### src/fstp_pkg.sv
`default_nettype none

package fstp_pkg;

    typedef struct packed {
        logic [1:0]  func;
        logic [7:0]  task_req;
        logic [47:0] timestamp;
    } t_in;

    typedef struct packed {
        logic [1:0]  status;
        logic [7:0]  task_out;
        logic [31:0] call_count;
        logic [47:0] self_ticks;
        logic [6:0]  stack_level;
    } t_out;

    localparam logic [1:0] FUNC_START    = 2'd0;
    localparam logic [1:0] FUNC_COMPLETE = 2'd1;

    localparam logic [1:0] STATUS_OK    = 2'd0;
    localparam logic [1:0] STATUS_FULL  = 2'd1;
    localparam logic [1:0] STATUS_EMPTY = 2'd2;

    localparam logic [31:0] MAX32 = 32'hFFFF_FFFF;
    localparam logic [47:0] MAX48 = 48'hFFFF_FFFF_FFFF;

    // controller to datapath
    typedef struct packed {
        logic clear;
        logic accept;
        logic look;
        logic calc;
        logic upd;
        logic load_out;
    } t_cmd;

    // datapath to controller
    typedef struct packed {
        logic clr_last;
        logic go_calc;
    } t_sts;

endpackage

`default_nettype wire

### src/fstp_ctrl.sv
`default_nettype none

module fstp_ctrl
    import fstp_pkg::*;
(
    input  wire  i_clk,
    input  wire  i_rst_n,
    input  wire  i_in_valid,
    output logic o_in_ready,
    output logic o_out_valid,
    input  wire  i_out_ready,
    input  t_sts i_sts,
    output t_cmd o_cmd
);

    typedef enum logic [5:0] {
        S_CLEAR = 6'b000001,
        S_IDLE  = 6'b000010,
        S_LOOK  = 6'b000100,
        S_CALC  = 6'b001000,
        S_UPD   = 6'b010000,
        S_DONE  = 6'b100000
    } t_state;

    t_state r_state, n_state;
    logic   r_out_valid, n_out_valid;

    always_comb begin
        n_state     = r_state;
        n_out_valid = r_out_valid && !i_out_ready;
        o_cmd       = '0;
        case (r_state)
            S_CLEAR: begin
                o_cmd.clear = 1'b1;
                if (i_sts.clr_last) n_state = S_IDLE;
            end
            S_IDLE: begin
                if (i_in_valid) begin
                    o_cmd.accept = 1'b1;
                    n_state      = S_LOOK;
                end
            end
            S_LOOK: begin
                o_cmd.look = 1'b1;
                n_state    = i_sts.go_calc ? S_CALC : S_DONE;
            end
            S_CALC: begin
                o_cmd.calc = 1'b1;
                n_state    = S_UPD;
            end
            S_UPD: begin
                o_cmd.upd = 1'b1;
                n_state   = S_DONE;
            end
            S_DONE: begin
                // hold the result until the output register frees up
                if (!r_out_valid || i_out_ready) begin
                    o_cmd.load_out = 1'b1;
                    n_out_valid    = 1'b1;
                    n_state        = S_IDLE;
                end
            end
            default: begin
                n_state = S_CLEAR;
            end
        endcase
    end

    always_ff @(posedge i_clk) begin
        if (!i_rst_n) begin
            r_state     <= S_CLEAR;
            r_out_valid <= 1'b0;
        end else begin
            r_state     <= n_state;
            r_out_valid <= n_out_valid;
        end
    end

    assign o_in_ready  = (r_state == S_IDLE);
    assign o_out_valid = r_out_valid;

endmodule

`default_nettype wire

### config.mk
export PLATFORM = sky130hd
export DESIGN_NAME = fstp_ctrl
export DESIGN_NICKNAME = d
export VERILOG_FILES = /design/src/fstp_pkg.sv /design/src/fstp_ctrl.sv
export SDC_FILE = /design/constraint.sdc
export NUM_CORES = 1
export LEC_CHECK = 0
export ABC_AREA = 1
export BUFFER_PORTS_ARGS = -buffer_cell sky130_fd_sc_hd__buf_2
export CAP_MARGIN = 0
export CORE_AREA = 8 8 45 47
export CTS_CLUSTER_DIAMETER = 30
export DETAILED_ROUTE_END_ITERATION = 10
export DIE_AREA = 0 0 53 55
export PLACE_DENSITY_LB_ADDON = 0.1
export SLEW_MARGIN = 20
export SYNTH_ARGS = -nofsm -noshare
export SYNTH_HDL_FRONTEND = slang
export SYNTH_SLANG_ARGS = --single-unit
### constraint.sdc
create_clock -name i_clk -period 1.9 [get_ports i_clk]
set_input_delay 0 -clock i_clk [delete_from_list [all_inputs] [get_ports i_clk]]
set_output_delay 0 -clock i_clk [all_outputs]
set_load 0.01 [all_outputs]
Word-level counts from Yosys, hierarchy flattened
Index checks and enable logic that the tools add are counted.
{"block": "op_classes", "reduce_logical": 5, "n_eq_ne": 9, "mux": 15}
{"operator": "$pmux 6 s6", "count": 1}
{"operator": "$mux 6", "count": 4}
{"operator": "$mux 1", "count": 10}
{"operator": "$eq 6x1->1 const B", "count": 1}
{"operator": "$eq 6x2->1 const B", "count": 1}
{"operator": "$eq 6x3->1 const B", "count": 1}
{"operator": "$eq 6x4->1 const B", "count": 1}
{"operator": "$eq 6x5->1 const B", "count": 1}
{"operator": "$eq 6x6->1 const B", "count": 1}
{"operator": "$ne 2x2->1 const B", "count": 3}
{"operator": "$reduce_and 3->1", "count": 1}
{"operator": "$logic_not 1->1", "count": 2}
{"operator": "$logic_and 1x1->1", "count": 1}
{"operator": "$logic_or 1x1->1", "count": 1}
{"block": "totals", "input_bits": 6, "out_inout_bits": 8, "register_bits": 7, "word_cells": 31}

Longest topological paths before layout
{"block": "logic_depth", "depth_word": 4, "ltp_mapped": 6, "depth_no_buf": 6}

Worst setup path after synthesis
OpenSTA, ideal clock, no wires.
{"block": "synth_path", "path_type": "flip-flop to flip-flop", "startpoint": "register r_state[4]", "endpoint": "register r_state[0]", "path_slack_ns": 0.940, "path_stages_with_launch": 6, "period_less_slack_ns": 0.960, "path_buffers": 0, "required_ns": 1.781, "setup_time_ns": 0.119, "arrival_time_ns": 0.842, "cell_sequence": "dfxtp_1 -> nor2_4 -> nand3_1 -> inv_2 -> a21oi_1 -> o21ai_2"}
{"block": "synth_via", "elab_chain_len": 3, "word_cells_on_any_way": 11, "cone_classes": "eq/ne (9); mux (1); reduce/logical (1)"}
{"item": "start, declared", "line": "fstp_ctrl.sv:25", "source": "t_state r_state, n_state;"}
{"item": "start signal, assigned", "line": "fstp_ctrl.sv:74", "source": "r_state <= n_state;"}
{"item": "$eq 6x6->1 (tied with other cells)", "line": "fstp_ctrl.sv:32", "source": "case (r_state)"}
{"item": "$ne 2x2->1 (no source line)"}
{"item": "$reduce_and 3->1 (no source line)"}
Several ways; a longest one is shown, not always the timed one.
A chain may end at the register's enable or synchronous reset.

==> results.txt <==
----------------------------------------------------
[Run status]
  Status ... finished, final reports clean

[Detailed routing]
  Routed via count divided by cell count ... 4.45
  Final routed DRC violation total ... 0
  1st-iter DRT viols ... 5
  Number of optimization iterations in the first detailed-route pass ... 4
  Via count ... 409
  Total Wirelength ... 1050 um
  Detail-routed net length per standard cell ... 11.4 um
  Remaining antenna violation count after routing ... 0

[STA]
  Fin Clk Skew ... 0.000456 ns
  Top achievable clock speed ... 0.801 GHz
  Clock period minus worst slack ... around 1.2 ns
  Worst slew margin relative to its limit ... ~84%
  Worst-margin pin slew ... around 0.24 ns
  Period Utilization, post-route ... 65.7%
  Hold Violations, Final ... 0
  Finish-stage setup viols ... 0
  Unrepaired setup endpoints after global routing ... no
  Max-slew violation total from the final report ... 0
  Setup tns final ... 0 ns

[Final layout]
  Antenna cell count ... 0
  Layout filler cell count ... between 150 and 200
  Post-route non-filler standard cell count ... 92
  Net count of the finished layout ... 83
  Proportion of layout cells with a drive suffix above 1 ... 38.2%
  Area overhead of the layout relative to synthesis ... 31.5%

[Power]
  Power density over the cells ... between 700 and 800 mW/mm^2
  Clock network fraction of design power ... approximately a third
  Switching fraction of total power ... between 30% and 40%
  Part of the power in registers ... 41.8%
  Total leakage power ... 0.315 nW
  Peak supply drop ... 0.000242 V
  Internal power component ... 0.278 mW
  Psw ... 0.127 mW
  Combinational share of power ... 24.6%

[Synthesis]
  Post-Synthesis Cell Area ... 417 um^2
  Cell type contributing the most total cell area after synthesis ... sky130_fd_sc_hd__dfxtp_1
  Main area contributors after synthesis ... sky130_fd_sc_hd__dfxtp_1, sky130_fd_sc_hd__inv_1, sky130_fd_sc_hd__nor2_1, sky130_fd_sc_hd__nor2_4, sky130_fd_sc_hd__nand3_2
  Fraction of registers with async set/reset ... 0%
  Number of instances in the synthesized netlist ... 57
  Syn_area_per_cell ... 7.31 um^2
  Fraction of synthesized cell area taken by the top area cell type ... 33.6%
  Synth cell types ... 15
  Warning count from the yosys run ... 0
  Post-Syn Nets ... 63
  Sequential-to-total area share from yosys stat ... 33.6%
  Synth Register Bits ... 7
  Count of flip-flops with a built-in enable after synthesis ... 0
  Top FF cell, synth ... sky130_fd_sc_hd__dfxtp_1

[GRT]
  Largest net degree at the start of global routing ... 8
  Via count of the first global-routing pass ... 411
  Met2 usage ... between 10% and 20%
  Wire length of the first global-routing pass ... about 1800 um
  Most used routing layer in global routing ... met2
  Global Route met1 Usage ... 9.92%
  Met3 track demand over resource in global routing ... 3.21%
  Congestion Overflow GR ... 0
  All-layer global routing usage ... 8.26%
  Initial antenna violation count ... 0

[Place]
  Instance count after placement with tap cells included ... 86
  Count of input and output buffers ... 13
  Placer's final routability congestion estimate ... slightly below 0.7
  Hpwl dp ... 819 um

[Setup path]
  Data required, critical path ... 1.90 ns
  Crit path arrival time ... 1.25 ns
  CP startpoint kind ... flop
  WS Path Type ... flop to primary output
  Crit Path Max Fanout ... 4
  Element type at the critical path end ... primary output

[Clocking]
  Count of clock tree sinks ... 7
  Clock buffers created by TritonCTS ... 3
  Clock-pin slew of the registers on the worst-case setup and hold paths ... 0.05 ns
  Clock latency reported for the late side of the worst-skew pair ... 0.25 ns
  Max Root-Sink Buffers ... 2
  CTS tree ... done
  Root cell of the clock tree ... sky130_fd_sc_hd__clkbuf_4
  Number of setup buffers added after CTS ... 0
  Total number of H-tree levels ... 1

[Floorplan]
  Vertical extent of the die ... between 50 and 60 um
  Number of ports placed on the die boundary ... 14
  Area of the die ... 0.00292 mm^2
  Area of the core region ... 0.00138 mm^2
  Starting utilization of the core area ... 30.1%
  Number of core rows ... 14
  Horizontal extent of the die ... 53 um

[Run]
  Max-cap violation count ... 0

[Hold path]
  Type of the tightest min-delay check ... input pin to flop

----------------------------------------------------
routing by layer:
layer	part of all wire [%]	vias up
li1	-	221
met1	48	172
met2	42	12
met3	8.0	4
met4	2.1	0
met5	0	-
cells in the mapped netlist, types with 2 or more instances:
master,number
sky130_fd_sc_hd__a21oi_1,2
sky130_fd_sc_hd__dfxtp_1,7
sky130_fd_sc_hd__inv_1,13
sky130_fd_sc_hd__inv_2,2
sky130_fd_sc_hd__nand2_1,3
sky130_fd_sc_hd__nand3_1,5
sky130_fd_sc_hd__nand3_2,3
sky130_fd_sc_hd__nand4_1,4
sky130_fd_sc_hd__nor2_1,9
sky130_fd_sc_hd__nor2_2,2
sky130_fd_sc_hd__nor2_4,3
placed cells by master (no fill, tap or decap):
cell type                       instances
sky130_fd_sc_hd__dlygate4sd3_1          2
sky130_fd_sc_hd__inv_1                 13
sky130_fd_sc_hd__nand2_1                3
sky130_fd_sc_hd__nor2_2                 2
sky130_fd_sc_hd__inv_2                  2
sky130_fd_sc_hd__nor3_1                 1
sky130_fd_sc_hd__nor2_1                 9
sky130_fd_sc_hd__clkbuf_1               1
sky130_fd_sc_hd__nand3_2                3
sky130_fd_sc_hd__clkbuf_4               3
sky130_fd_sc_hd__buf_2                 13
sky130_fd_sc_hd__nor2_4                 3
sky130_fd_sc_hd__nand4_1                4
sky130_fd_sc_hd__a21oi_1                2
sky130_fd_sc_hd__o211ai_2               1
sky130_fd_sc_hd__o21ai_2                1
sky130_fd_sc_hd__nand3_1                5
sky130_fd_sc_hd__dfxtp_1                7
sky130_fd_sc_hd__nand4_2                1
critical path, cell delays in order, from the launching register on:
cell,delay [ns]
sky130_fd_sc_hd__dfxtp_1,0.41
sky130_fd_sc_hd__inv_1,0.06
sky130_fd_sc_hd__nor2_1,0.14
sky130_fd_sc_hd__nand3_1,0.15
sky130_fd_sc_hd__nor2_1,0.11
sky130_fd_sc_hd__buf_2,0.13
metrics by stage:
step	hold WS [ns]	util, %	total power [mW]	worst slack (ns)	instance area (um^2)
after CTS	0.0315	39.6	0.414	0.635	548
after detailed placement	0.232	36.3	0.271	0.853	502
final	0.0433	39.6	0.405	0.651	548
after global routing	0.0577	39.6	0.439	0.500	548
after floorplan	0.0976	-	0.242	0.940	417
after global placement	0.223	36.3	0.273	0.815	502
final timing paths:
kind                      startpoint                      end  slack [ns]  cells after the start
max          r_state[1]$_SDFFE_PN0P_                 o_cmd[4]        0.65                      5
min                      i_out_ready   o_out_valid$_SDFF_PN0_        0.04                      4
max reg2reg  r_state[1]$_SDFFE_PN0P_  r_state[0]$_SDFFE_PN1P_        0.85                      5
min reg2reg   o_out_valid$_SDFF_PN0_   o_out_valid$_SDFF_PN0_        0.56                      4
sequential cells by signal, summed over array words and instances, names as in the netlist:
register     count
o_out_valid      1
r_state          6
cell type report:
class | count | area [um^2] | share of cell area [%]
multi-input cells | 35 | 220 | 40.2
flip-flops and latches | 7 | 140 | 25.6
repair buffers | 15 | 85.1 | 15.5
inverters | 15 | 56.3 | 10.3
clock buffers | 4 | 26.3 | 4.79
well taps | 16 | 20.0 | 3.65
power groups by stage:
stage	logic [mW]	registers, mW	clock network, mW
2_1_floorplan	0.0716	0.171	0
3_3_place_gp	0.100	0.173	0
3_5_place_dp	0.0987	0.173	0
4_1_cts	0.102	0.169	0.143
5_1_grt	0.113	0.170	0.156
6_report	0.0995	0.169	0.136
what timing repair did:
action | in CTS | in global routing
hold buffers | 2 | 0
hold endpoints to repair | 2 | 0
resized for setup | 0 | 0
logic make-up (layout without fill, tap and decap cells):
| family | count (synthesis) | count (layout) | synth area share [%] |
|---|---|---|---|
| flip-flops | 7 | 7 | 33.6 |
| buffers and inverters | 15 | 34 | 13.5 |
| AO/OA/AOI/OAI | 4 | 4 | 7.51 |
| AND/OR/NAND/NOR | 31 | 31 | 45.3 |
No activity file was read; power rests on OpenSTA's default activity.
